--- src/sv/cnw_pkg.sv ---
// ----------------------------------------------------------------------------
// cnw_pkg
// Shared types and constants of the character LCD nibble writer: payload
// structs, configuration struct, item kinds, register indexes, characters.
// ----------------------------------------------------------------------------
package cnw_pkg;

	// input word
	typedef struct packed {
		logic [1:0]         kind;
		logic [1:0]         row;
		logic [4:0]         column;
		logic [7:0]         byte_value;
		logic signed [31:0] number;
		logic [3:0]         pad_width;
	} cnw_in_t;

	// output word
	typedef struct packed {
		logic [7:0] shift_word;
		logic [7:0] hold_us;
		logic       last;
	} cnw_out_t;

	// one display byte queued between front and back
	typedef struct packed {
		logic [7:0] value;
		logic       is_data;
		logic       last;
	} cnw_job_t;

	// configuration seen by the back end
	typedef struct packed {
		logic [2:0] enable_bit;
		logic [2:0] select_bit;
		logic [7:0] command_hold_us;
		logic [7:0] data_hold_us;
	} cnw_cfg_t;

	typedef enum logic [1:0] {
		KIND_COMMAND  = 2'd0,
		KIND_POSITION = 2'd1,
		KIND_INTEGER  = 2'd2,
		KIND_TEXT     = 2'd3
	} cnw_kind_t;

	typedef enum logic [1:0] {
		REG_ENABLE_BIT      = 2'd0,
		REG_SELECT_BIT      = 2'd1,
		REG_COMMAND_HOLD_US = 2'd2,
		REG_DATA_HOLD_US    = 2'd3
	} cnw_reg_t;

	localparam logic [2:0] ENABLE_BIT_RESET   = 3'd5;
	localparam logic [2:0] SELECT_BIT_RESET   = 3'd4;
	localparam logic [7:0] COMMAND_HOLD_RESET = 8'd37;
	localparam logic [7:0] DATA_HOLD_RESET    = 8'd50;

	localparam logic [7:0] SET_ADDR   = 8'h80;
	localparam logic [7:0] CHAR_ZERO  = 8'h30;
	localparam logic [7:0] CHAR_MINUS = 8'h2D;
	localparam logic [7:0] CHAR_SPACE = 8'h20;
	localparam logic [3:0] NIBBLE_MASK = 4'hF;
	localparam logic [3:0] MAX_PRINT  = 4'd15;

	// display address of the first column of a row
	function automatic logic [7:0] row_start(input logic [1:0] row);
		logic [7:0] addr;
		unique case (row)
			2'd0: addr = 8'h00;
			2'd1: addr = 8'h40;
			2'd2: addr = 8'h14;
			default: addr = 8'h54;
		endcase
		return addr;
	endfunction

endpackage

--- src/sv/cnw_back.sv ---
// ----------------------------------------------------------------------------
// cnw_back
// Expands each queued display byte into four shift words (high nibble with
// and without E, low nibble with and without E) behind an output register.
// ----------------------------------------------------------------------------
module cnw_back (
	input  logic              clk,
	input  logic              arst_n,
	input  cnw_pkg::cnw_cfg_t cfg,
	input  logic              head_valid,
	input  cnw_pkg::cnw_job_t head_data,
	output logic              pop,
	output logic              word_valid,
	input  logic              word_ready,
	output cnw_pkg::cnw_out_t word
);

	logic [1:0]        phase_q;
	logic              word_valid_q;
	cnw_pkg::cnw_out_t word_q;

	logic              load;
	logic [7:0]        e_mask;
	logic [7:0]        rs_mask;
	logic [3:0]        nibble;
	cnw_pkg::cnw_out_t next_word;

	assign word_valid = word_valid_q;
	assign word       = word_q;
	assign load       = !word_valid_q || word_ready;
	assign pop        = load && head_valid && (phase_q == 2'd3);

	// word for the current phase
	assign e_mask  = 8'd1 << cfg.enable_bit;
	assign rs_mask = head_data.is_data ? (8'd1 << cfg.select_bit) : 8'd0;
	assign nibble  = phase_q[1] ? (head_data.value[3:0] & cnw_pkg::NIBBLE_MASK)
		: head_data.value[7:4];
	always_comb begin
		next_word.shift_word = {4'h0, nibble} | rs_mask | (phase_q[0] ? 8'd0 : e_mask);
		next_word.hold_us    = phase_q[0]
			? (head_data.is_data ? cfg.data_hold_us : cfg.command_hold_us) : 8'd0;
		next_word.last       = head_data.last && (phase_q == 2'd3);
	end

	// output register payload
	always_ff @(posedge clk) begin
		if (load && head_valid) begin
			word_q <= next_word;
		end
	end

	// output valid and phase
	always_ff @(posedge clk or negedge arst_n) begin
		if (!arst_n) begin
			word_valid_q <= 1'b0;
			phase_q      <= '0;
		end else if (load) begin
			word_valid_q <= head_valid;
			if (head_valid) begin
				phase_q <= phase_q + 2'd1;
			end
		end
	end

endmodule

--- config.mk ---
export PLATFORM = sky130hd
export DESIGN_NAME = cnw_back
export DESIGN_NICKNAME = d
export VERILOG_FILES = /design/src/sv/cnw_pkg.sv /design/src/sv/cnw_back.sv
export SDC_FILE = /design/constraint.sdc
export NUM_CORES = 1
export LEC_CHECK = 0
export ABC_AREA = 1
export BUFFER_PORTS_ARGS = -buffer_cell sky130_fd_sc_hd__buf_4
export CORE_ASPECT_RATIO = 0.6
export CORE_MARGIN = 2
export CORE_UTILIZATION = 44
export DETAILED_ROUTE_END_ITERATION = 10
export PLACE_DENSITY_LB_ADDON = 0.3
export SYNTH_ARGS = -nofsm -noshare
export SYNTH_HDL_FRONTEND = slang
export SYNTH_SLANG_ARGS = --single-unit
--- constraint.sdc ---
create_clock -name clk -period 1.5 [get_ports clk]
set_input_delay 0.15 -clock clk [delete_from_list [all_inputs] [get_ports clk]]
set_output_delay 0.15 -clock clk [all_outputs]
set_load 0.1 [all_outputs]
After elaboration in Yosys (flattened, before gate mapping)
Index checks and enable logic that the tools add are counted.

Register bits: 20. Latch bits: 0. RAM bits: 0. Bits in read-only memories: 0. Input port bits: 36. Output and inout bits: 19. Memories: 0.

Add/sub/neg operators: 1. $mul: 0. Divide/modulo/power cells: 0. Magnitude comparators: 0. Equality and inequality tests: 1. Shift operators: 2. Mux-type cells: 4. Bitwise operators: 2. Reductions and logical operators: 6.

Operator list (number): $mux W8 (3); $shl A1 B3 Y8 const A (2); $or A4 B8 Y8 (1); $or A8 B8 Y8 (1); $mux W4 (1); $logic_and A1 B1 Y1 (3); $add A2 B1 Y2 const B (1); $eq A2 B2 Y1 const B (1); $reduce_and A2 Y1 (1); $logic_not A1 Y1 (1); $logic_or A1 B1 Y1 (1).

Longest topological paths before layout
Depth after elaboration: 4. Depth in mapped cells: 5. Depth with buffers taken out: 5.

Worst setup path after synthesis
Ideal clock, no wire load.

Path kind: reg2out. From: register word_valid_q (netlist: word_valid). To: output port pop. Data arrival time: 2.390 ns. Required time: 1.350 ns. Setup slack: -1.040 ns. Stages on the path, launching flop included: 4. Cells stage by stage: dfrtp_1 nand2_1 nand2_1 nor2_1.

Cells in the longest elaborated chain, start to end: 4.

RTL lines: start: declaration (RTL line cnw_back.sv:19) `logic word_valid_q;`; start signal: assignment (RTL line cnw_back.sv:58) `word_valid_q <= head_valid;`; $logic_not A1 Y1 (RTL line cnw_back.sv:30) `assign load = !word_valid_q || word_ready;`; $logic_or A1 B1 Y1 (RTL line cnw_back.sv:30); $logic_and A1 B1 Y1 (2 in a row) (RTL line cnw_back.sv:31) `assign pop = load && head_valid && (phase_q == 2'd3);`; end: declaration (RTL line cnw_back.sv:12) `output logic pop,`.

Every way passes these cells.

Worst setup path after layout
Ends and elaborated chain as after synthesis.

==> metrics.txt <==
status=finished, final reports clean; largest net degree at the start of global routing=18; H-tree Lvls=1; Hold WC Path Type=input port to register; Remaining DRCs=0; Min Clock Period, post-route=1.43 ns; proportion of synthesized area in mux cells=0%; Worst-Margin Slew=0.349 ns; largest family of logic cells by synthesized area=simple AND/OR/NAND/NOR gates; CP top delay family=flip-flops; Post-Synth Simple-Gate Area=29.1%; Mean Syn Cell Area=8.19 um2; Initial Utilization=47.0%; VDD IR max=0.000795 V; Netlist cell types=13; Die Y-Extent=41.5 um; slowest stage cell, crit path=dfrtp_4; DRT iter0 DRCs=26; Worst-Skew Late Latency=0.25 ns; Crit Path Max Fanout=5; clock-pin slew on the worst setup and hold paths=0.07 ns; CTS tree=built; CTS Sinks=20; delay of the slowest critical-path stage=0.49 ns; GRT Util Overall=19.3%; WP buf/inv=1; DRT Wirelength=2490 um; antenna violations before repair=0; Final nets=222; Rel. slew slack=76.7%; GRT Residual Overflow=0; crit path launch type=register; register area share after synthesis=56.7%; register area=591 um2; commonest non-fill, non-tap cells in the layout=buf_4, nand2_1, nor2_1, inv_1, edfxtp_1; crit path cell chain=nand2_4, nand2_2, nor2_4, buf_6; critical path launch point=word_valid; Post-Syn Instances=126; vias per cell=4.68; PwrDens=1300 nW/um2; number of hold violations in the final report=0; RSZ-0062 raised after global routing=false; Die Wd=66.5 um; total inserted antenna cells=0; core box area=2200 um2; drt wl/cell=11.6 um; Crit. End Element=output pin; DR vias=1001; xor/xnor share of the synthesized area=0%; GPL Wtd Cong=0.803; Req. time, crit path=1.35 ns; P&R area growth vs syn=50.4%; Adder-Cell Fraction of Synth Area=1.21%; Slew Viols, Final=0; CTS root buf=clkbuf_8; CTS Buf Count=3; synthesized cell area=1030 um2; worst min-delay path startpoint=head_data[0]; Final Core Density=70.7%; Detail Route Antenna Nets=0; CTS max path bufs=2; most common cell after layout, fill and taps aside=buf_4; share of cells above drive strength 1=35.9%; Compound-Gate Fraction of Synth Area=3.88%; I/O Buffers=54; Leak=0.798 nW; max cap viols=0; area of the multi-input gates=370 um2; max frequency=0.700 GHz; final setup fails=0; Worst Clk Skew=0.00606 ns; number of fill cells=175; Die Outline Area=2760 um2; HPWL Detailed=1990 um; fin crit share=95.2%; setup TNS=0 ns; reg-to-reg startpoint=word_valid; DR pass1 iterations=4; IO Count=55; vias in the first global route=911; Synth Register Bits=20; Ys Warns=0; Cell Rows=13; Synth Net Count=163; Arr. time, crit path=1.28 ns; first-pass GRT wire length=3970 um; Crit Path Class=register to output pin
final timing paths:
check / end / slack (ns) / depth (start not counted)
hold / removal: word[0] / 0.16 / 3
setup / recovery: pop / 0.07 / 4
max in group asynchronous: word_valid / 1.18 / 2
setup reg to reg: word[15] / 0.18 / 3
min in group asynchronous: word_valid / 0.21 / 2
hold reg to reg: word_valid / 0.58 / 2
power by group:
group	internal, mW	switching (mW)	total (mW)	leakage [nW]
clock network	0.182	0.161	0.343	0.0231
logic	0.241	0.671	0.912	0.575
registers	0.716	0.0491	0.765	0.200
logic make-up after synthesis:
family,after synthesis
simple gates,74
buf+inv,23
flops,20
compound gates,8
fa+ha+maj,1
stage by stage:
| step | cells | power, mW | setup WS, ns | cell area (um2) | hold WS (ns) |
|---|---|---|---|---|---|
| global route | 214 | 2.13 | 0.00389 | 1550 | 0.158 |
| floorplan | 126 | 1.44 | 0.0116 | 1060 | -0.146 |
| CTS | 214 | 2.03 | 0.0274 | 1550 | 0.150 |
| detailed placement | 209 | 1.68 | 0.193 | 1490 | -0.0558 |
| global placement | 209 | 1.66 | 0.226 | 1490 | -0.0572 |
| finish | 214 | 2.02 | 0.0721 | 1550 | 0.157 |
tightest hold or removal path, delay by kind of cell:
family	cells	cell delay, ns
buffers and inverters	2	0.12
and+or+nand+nor	1	0.04
Yosys cell counts (all sizes together):
master / n / share of area (%)
nor2: 26 / 10
nand2: 38 / 14
ha: 1 / 1.2
buf: 1 / 0.73
nand3: 9 / 4.4
nand3b: 1 / 0.73
dfrtp: 3 / 7.3
o21ai: 8 / 3.9
inv: 21 / 7.6
clkbuf: 1 / 0.73
edfxtp: 17 / 49
per-layer routing:
metal  vias up  global-route usage [%]  routed length, um
li1        507                       -                  -
met1       455                    23.7               1030
met2        35                    33.6               1260
met3         4                    6.23                178
met4         0                    3.67                 19
met5         -                       0                  0
what timing repair did:
item                                    4_1_cts  5_1_grt
setup buffers                                 0        0
cloned                                        0        0
endpoints found under the setup margin        1        1
endpoints found under the hold margin         3        0
hold buffers                                  1        0
resized for setup                             1        1
pin swaps                                     0        0
area by class of cell:
class | instances | share of cell area [%]
sequential | 20 | 38.0
tap | 30 | 2.42
timing repair buffer | 56 | 27.5
clock inverter | 1 | 0.242
multi-input combinational | 83 | 23.9
inverter | 21 | 5.32
clock buffer | 3 | 2.66
flip-flops by register name (all words and copies together) (netlist names):
signal / flops
phase_q: 2
word: 17
word_valid: 1
No activity file was read; power rests on OpenSTA's default activity.
