==> src/sv/cnw_pkg.sv <==
// ----------------------------------------------------------------------------
// cnw_pkg
// Shared types and constants of the character LCD nibble writer: payload
// structs, configuration struct, item kinds, register indexes, characters.
// ----------------------------------------------------------------------------
package cnw_pkg;

	// input word
	typedef struct packed {
		logic [1:0]         kind;
		logic [1:0]         row;
		logic [4:0]         column;
		logic [7:0]         byte_value;
		logic signed [31:0] number;
		logic [3:0]         pad_width;
	} cnw_in_t;

	// output word
	typedef struct packed {
		logic [7:0] shift_word;
		logic [7:0] hold_us;
		logic       last;
	} cnw_out_t;

	// one display byte queued between front and back
	typedef struct packed {
		logic [7:0] value;
		logic       is_data;
		logic       last;
	} cnw_job_t;

	// configuration seen by the back end
	typedef struct packed {
		logic [2:0] enable_bit;
		logic [2:0] select_bit;
		logic [7:0] command_hold_us;
		logic [7:0] data_hold_us;
	} cnw_cfg_t;

	typedef enum logic [1:0] {
		KIND_COMMAND  = 2'd0,
		KIND_POSITION = 2'd1,
		KIND_INTEGER  = 2'd2,
		KIND_TEXT     = 2'd3
	} cnw_kind_t;

	typedef enum logic [1:0] {
		REG_ENABLE_BIT      = 2'd0,
		REG_SELECT_BIT      = 2'd1,
		REG_COMMAND_HOLD_US = 2'd2,
		REG_DATA_HOLD_US    = 2'd3
	} cnw_reg_t;

	localparam logic [2:0] ENABLE_BIT_RESET   = 3'd5;
	localparam logic [2:0] SELECT_BIT_RESET   = 3'd4;
	localparam logic [7:0] COMMAND_HOLD_RESET = 8'd37;
	localparam logic [7:0] DATA_HOLD_RESET    = 8'd50;

	localparam logic [7:0] SET_ADDR   = 8'h80;
	localparam logic [7:0] CHAR_ZERO  = 8'h30;
	localparam logic [7:0] CHAR_MINUS = 8'h2D;
	localparam logic [7:0] CHAR_SPACE = 8'h20;
	localparam logic [3:0] NIBBLE_MASK = 4'hF;
	localparam logic [3:0] MAX_PRINT  = 4'd15;

	// display address of the first column of a row
	function automatic logic [7:0] row_start(input logic [1:0] row);
		logic [7:0] addr;
		unique case (row)
			2'd0: addr = 8'h00;
			2'd1: addr = 8'h40;
			2'd2: addr = 8'h14;
			default: addr = 8'h54;
		endcase
		return addr;
	endfunction

endpackage

==> src/sv/cnw_fifo.sv <==
// ----------------------------------------------------------------------------
// cnw_fifo
// Small show-ahead queue of display bytes between the front and back ends.
// ----------------------------------------------------------------------------
module cnw_fifo #(
	parameter int DEPTH = 4
) (
	input  logic              clk,
	input  logic              arst_n,
	input  logic              push,
	input  cnw_pkg::cnw_job_t push_data,
	output logic              full,
	input  logic              pop,
	output logic              head_valid,
	output cnw_pkg::cnw_job_t head_data
);

	localparam int PW = (DEPTH > 1) ? $clog2(DEPTH) : 1;
	localparam int CW = $clog2(DEPTH + 1);

	cnw_pkg::cnw_job_t mem_q [DEPTH];
	logic [PW-1:0] wr_ptr_q;
	logic [PW-1:0] rd_ptr_q;
	logic [CW-1:0] count_q;
	logic          do_push;
	logic          do_pop;

	assign full       = (count_q == CW'(DEPTH));
	assign head_valid = (count_q != '0);
	assign head_data  = mem_q[rd_ptr_q];
	assign do_push    = push && !full;
	assign do_pop     = pop && head_valid;

	// storage
	always_ff @(posedge clk) begin
		if (do_push) begin
			mem_q[wr_ptr_q] <= push_data;
		end
	end

	// pointers and fill count
	always_ff @(posedge clk or negedge arst_n) begin
		if (!arst_n) begin
			wr_ptr_q <= '0;
			rd_ptr_q <= '0;
			count_q  <= '0;
		end else begin
			if (do_push) begin
				wr_ptr_q <= (wr_ptr_q == PW'(DEPTH - 1)) ? '0 : wr_ptr_q + 1'b1;
			end
			if (do_pop) begin
				rd_ptr_q <= (rd_ptr_q == PW'(DEPTH - 1)) ? '0 : rd_ptr_q + 1'b1;
			end
			if (do_push && !do_pop) begin
				count_q <= count_q + 1'b1;
			end else if (do_pop && !do_push) begin
				count_q <= count_q - 1'b1;
			end
		end
	end

endmodule

==> config.mk <==
export PLATFORM = sky130hd
export DESIGN_NAME = cnw_fifo
export DESIGN_NICKNAME = d
export VERILOG_FILES = /design/src/sv/cnw_pkg.sv /design/src/sv/cnw_fifo.sv
export SDC_FILE = /design/constraint.sdc
export NUM_CORES = 1
export LEC_CHECK = 0
export BUFFER_PORTS_ARGS = -buffer_cell sky130_fd_sc_hd__clkbuf_2
export CORE_MARGIN = 5
export CORE_UTILIZATION = 47
export CTS_CLUSTER_SIZE = 10
export DETAILED_ROUTE_END_ITERATION = 10
export GPL_TIMING_DRIVEN = 0
export HOLD_SLACK_MARGIN = 0.12
export PLACE_DENSITY = 0.7
export SYNTH_ARGS = -nofsm -noshare
export SYNTH_HDL_FRONTEND = slang
export SYNTH_SLANG_ARGS = --single-unit
==> constraint.sdc <==
create_clock -name clk -period 1.9 [get_ports clk]
set_input_delay 0.095 -clock clk [delete_from_list [all_inputs] [get_ports clk]]
set_output_delay 0.095 -clock clk [all_outputs]
set_load 0.05 [all_outputs]
; Word level (Yosys, flattened, before mapping)
; Memories as Yosys holds them, arrays and structs flattened.
; Index checks and enable logic that the tools add are counted.
[word_totals]
register_bits = 7
ramBits = 40
out_inout_bits = 12
wordCells = 26
mem_count = 1
[memory_table]
columns = name, words, word_bits, rd, rd_ports_with_merged_regs, wr, line_no
row1 = mem_q, 4, 10, 1, 0, 1, cnw_fifo.sv:21  ; cnw_pkg::cnw_job_t mem_q [DEPTH];
[classes]
addsub = 4
eq_ne = 3
mux = 6
n_reduce_logical = 9
[ops]
columns = cell, count
row1 = $mux W3, 2
row2 = $add A2 B1 Y2 const B, 2
row3 = $eq A2 B2 Y1 const B, 2
row4 = $logic_and A1 B1 Y1, 4
row5 = $mux W2, 2
row6 = $add A3 B1 Y3 const B, 1
row7 = $eq A3 B3 Y1 const B, 1
row8 = $logic_not A1 Y1, 3
row9 = $reduce_bool A3 Y1, 1
row10 = $sub A3 B1 Y3 const B, 1
row11 = $mux W1, 2
row12 = $reduce_bool A2 Y1, 1

; Depth between registers and ports, before layout
[logic_depth]
word_depth = 7
depth_mapped = 8

; Worst setup path after synthesis
; Ideal clock, no wire load.
[synth_path]
path_type = register to register
from = reg count_q[1]
to = reg count_q[1]
setup_ns = 0.125
arrival_ns = 2.086
required_ns = 1.775
slack_ns = -0.311
path_stages_with_launch = 7
n_path_buf = 0
period_less_slack_ns = 2.211
path_cell_list = dfrtp_1 -> nor3b_4 -> nor2b_4 -> ha_1 -> inv_1 -> fa_1 -> mux2_2
[synth_via]
elab_chain_cells = 6
word_cells_on_any_way = 14
cone_classes = add/sub: 2 / eq/ne: 1 / mux: 2 / reduce/logical: 9
[synth_lines]
columns = item, line_no
row1 = "start, declared", cnw_fifo.sv:24  ; logic [CW-1:0] count_q;
row2 = "start signal, assigned", cnw_fifo.sv:55  ; count_q <= count_q + 1'b1;
row3 = "start signal, assigned", cnw_fifo.sv:57  ; count_q <= count_q - 1'b1;
row4 = $eq A3 B3 Y1 *, cnw_fifo.sv:28  ; assign full = (count_q == CW'(DEPTH));
row5 = via full, cnw_fifo.sv:12  ; output logic full,
row6 = $logic_not A1 Y1 *, cnw_fifo.sv:31  ; assign do_push = push && !full;
row7 = $logic_and A1 B1 Y1 *, cnw_fifo.sv:31
row8 = via do_push, cnw_fifo.sv:25  ; logic do_push;
row9 = $logic_not A1 Y1, cnw_fifo.sv:56  ; end else if (do_pop && !do_push) begin
row10 = $logic_and A1 B1 Y1, cnw_fifo.sv:56
row11 = $reduce_bool A2 Y1 (no line), n/a
; Mark *: on every way through the listed nets, which the timed path passes. The rest lies on a longest branch. The select of a mux whose other input is x is not followed.
; A chain may end at the register's enable or synchronous reset.

; Final worst setup path
[layout_path]
from = reg count_q[1]
to = reg count_q[1]
[layout_via]
elab_chain_cells = 6
word_cells_on_any_way = 14
cone_classes = add/sub: 2 / eq/ne: 1 / mux: 2 / reduce/logical: 9
[layout_lines]
columns = item, line_no
row1 = $eq A3 B3 Y1 *, cnw_fifo.sv:28
row2 = $logic_not A1 Y1 *, cnw_fifo.sv:31
row3 = $logic_and A1 B1 Y1 *, cnw_fifo.sv:31
row4 = via do_push, cnw_fifo.sv:25
row5 = $logic_not A1 Y1, cnw_fifo.sv:56
row6 = $logic_and A1 B1 Y1, cnw_fifo.sv:56
row7 = $reduce_bool A2 Y1 (no line), n/a
; Marks and branches as above.

==> impl_metrics.csv <==
group,metric,value,unit
floorplan,die_height,74.07,um
route,dr.pass1.iters,4,
clock_tree,cts_buffers,5,
yosys,ys_ff_latch,47,
finish,diodes,0,
setup_path,critPathKind,"flip-flop to flip-flop",
pwr,seqPwrFrac,0.390,
route,wire_per_inst,16.04,um
setup_path,worst_setup_path_end_kind,"flip-flop",
yosys,synth_cell_type_count,20,
yosys,syn_area_per_cell,21.68,sq um
grt,grt_max_degree,15,
setup_path,worst_path_max_delay_cell,"dfrtp_2",
timing,tightest_slew,0.5633,ns
pwr,p_clk_frac,0.146,
timing,skew,0.003333,ns
floorplan,coreArea,0.004000,sq mm
yosys,ys_seq_area_frac,0.7134,
pwr,p_leak,0.9147,nW
timing,setup_viol,0,
setup_path,startpoint_type,"flip-flop",
finish,mostFrequentLayoutCells,"edfxtp_1, clkbuf_2, dlygate4sd3_1",
yosys,syn_area,0.001929,sq mm
setup_path,critPathTopFamily,"adder cells",
timing,fmax,531.3,MHz
finish,fill_cells,298,
timing,relSlewSlack,0.6241,
route,routed_wl,3.031,mm
finish,finalCoreUtilization,0.5968,
setup_path,critPathBufInv,2,
floorplan,die-area,0.005486,sq mm
floorplan,fp.dieW,74.07,um
timing,finalHoldViolCount,0,
finish,nNetsFinal,159,
grt,grtUsageTotal,0.1286,
clock_tree,insertion_delay,0.29,ns
placed_design,placedCellCount,164,
finish,final_cells,189,
pwr,vdd_drop_max,0.6724,mV
setup_path,crit_chain,"buf_6 -> nor3b_4 -> nor2b_4 -> ha_4 -> inv_2 -> fa_2 -> mux2_4",
placed_design,gp_congestion,0.6302,
finish,syn_to_final_growth,23.74,%
route,drt-initial-drc-count,54,
flow_run,cap_violations,0,
setup_path,r2r.worst_path.cells,7,
grt,grt_pass1_vias,968,
pwr,switching_share,0.3909,
grt,grt_pass1_wl,4.981,mm
clock_tree,cts_root_buf,"clkbuf_8",
placed_design,numPortBuffers,25,
floorplan,start_util,0.4823,
clock_tree,cts_max_path_buffers,2,
route,drc,0,
setup_path,cp.arrival,2.07,ns
timing,rsz0062_at_grt,"yes",
hold_path,hold_path.class,"input port to async pin",
route,ant_nets,0,
clock_tree,cts-htree-levels,2,
yosys,synth_nets,110,
finish,drive_above_1_share,0.4388,
timing,period_share,0.9906,
clock_tree,tritoncts,"done",
placed_design,dp_hpwl,2.123,mm
floorplan,io_pins,26,
timing,drv_slew,0,
yosys,netlist_instances,89,
clock_tree,cts_num_sinks,47,
setup_path,cp.depth,7,
clock_tree,clk_pin_slew,0.08,ns
finish,layout_commonest_cell,"edfxtp_1",
grt,overflow,0,
pwr,p_comb_frac,0.464,
yosys,yosysWarnings,0,
pwr,p_sw,0.001512,W
pwr,powerDensity,1620,mW/mm^2
setup_path,worst_ep_required_time,2.08,ns
setup_path,critPathMaxStageDelay,0.42,ns
pwr,p_int,0.002356,W
floorplan,rows,23,
outcome,outcome,"complete, no violations",
timing,min_period,1.882,ns
route,via_count,946,
grt,antenna_found_initial,0,
route,vias_per_cell,5.005,
setup_path,crit_fanout,3,
-- routing by layer --
layer,share of wire,track usage,vias up
li1,-,-,449
met1,0.42,0.1597,473
met2,0.52,0.2116,17
met3,0.044,0.03243,7
met4,0.019,0.06036,0
met5,0,0,-
-- cells by family after synthesis --
logic type,synth area share
xor+xnor,0.01362
fa+ha+maj,0.04929
buf+inv,0.01426
flops,0.7134
mux,0.1615
simple gates,0.04799
-- path summary, 6_finish.rpt --
check                                start           to  slack, ns
worst max-delay path            count_q[1]   count_q[1]       0.02
worst min-delay path                arst_n  wr_ptr_q[0]       0.17
worst max register to register  count_q[1]   count_q[1]       0.02
worst min register to register  count_q[2]   count_q[2]       0.51
max in group asynchronous           arst_n  rd_ptr_q[0]       1.54
min in group clk                       pop   count_q[0]       0.22
-- through the flow --
step	instance area, sq um	worst slack, ns	hold slack, ns	total power [W]	setup TNS [ns]
floorplan	1947	-0.2502	-0.2006	0.002895	-0.4603
global placement	2135	-0.1509	-0.05656	0.003205	-0.2337
detailed placement	2135	-0.2026	-0.04660	0.003256	-0.3248
CTS	2384	-0.004431	0.1750	0.003925	-0.004431
global route	2387	-0.05265	0.1796	0.004098	-0.1050
finish	2387	0.01783	0.1726	0.003868	0
-- Yosys cell counts --
cell	n	area share
and2_1	3	0.0097
buf_2	1	0.0026
buf_6	1	0.0058
dfrtp_1	7	0.091
edfxtp_1	40	0.62
fa_1	1	0.010
ha_1	6	0.039
inv_1	3	0.0058
mux2_2	1	0.0058
mux2_4	4	0.031
mux4_1	4	0.054
mux4_2	6	0.070
nand2_1	1	0.0019
nand2_4	1	0.0058
nor2_1	4	0.0078
nor2b_4	1	0.0071
nor3b_4	1	0.0097
or3_4	1	0.0058
xnor2_1	1	0.0045
xor2_1	2	0.0091
-- layout make-up --
cell class	count	area, sq um	area share
multi-input cells	37	546.8	0.2290
plain buffers	2	16.27	0.006813
flip-flops and latches	47	1380	0.5781
clock inverters	3	15.01	0.006289
repair buffers	42	286.5	0.1200
inverters	3	11.26	0.004717
well taps	50	62.56	0.02621
clock buffers	5	68.82	0.02883
-- state kept, by name (all words and copies together), names as in the netlist --
| register | flops |
|---|---|
| count_q | 3 |
| mem_q | 40 |
| wr_ptr_q | 2 |
| rd_ptr_q | 2 |
-- what timing repair did --
action                                  CTS  global route
buffers inserted                          6             0
endpoints found under the setup margin    3            10
hold buffers                             11             0
hold endpoints to repair                 47             0
pin swaps                                 7             1
resized for setup                         4             3
-- power groups by stage --
stage	Clock [W]	Sequential (W)	Combinational, W
2_1_floorplan	0	0.00152	0.00138
5_1_grt	0.000630	0.00153	0.00193
3_3_place_gp	0	0.00154	0.00167
4_1_cts	0.000582	0.00151	0.00183
3_5_place_dp	0	0.00156	0.00170
6_report	0.000566	0.00151	0.00179
(Power assumes the default switching activity.)
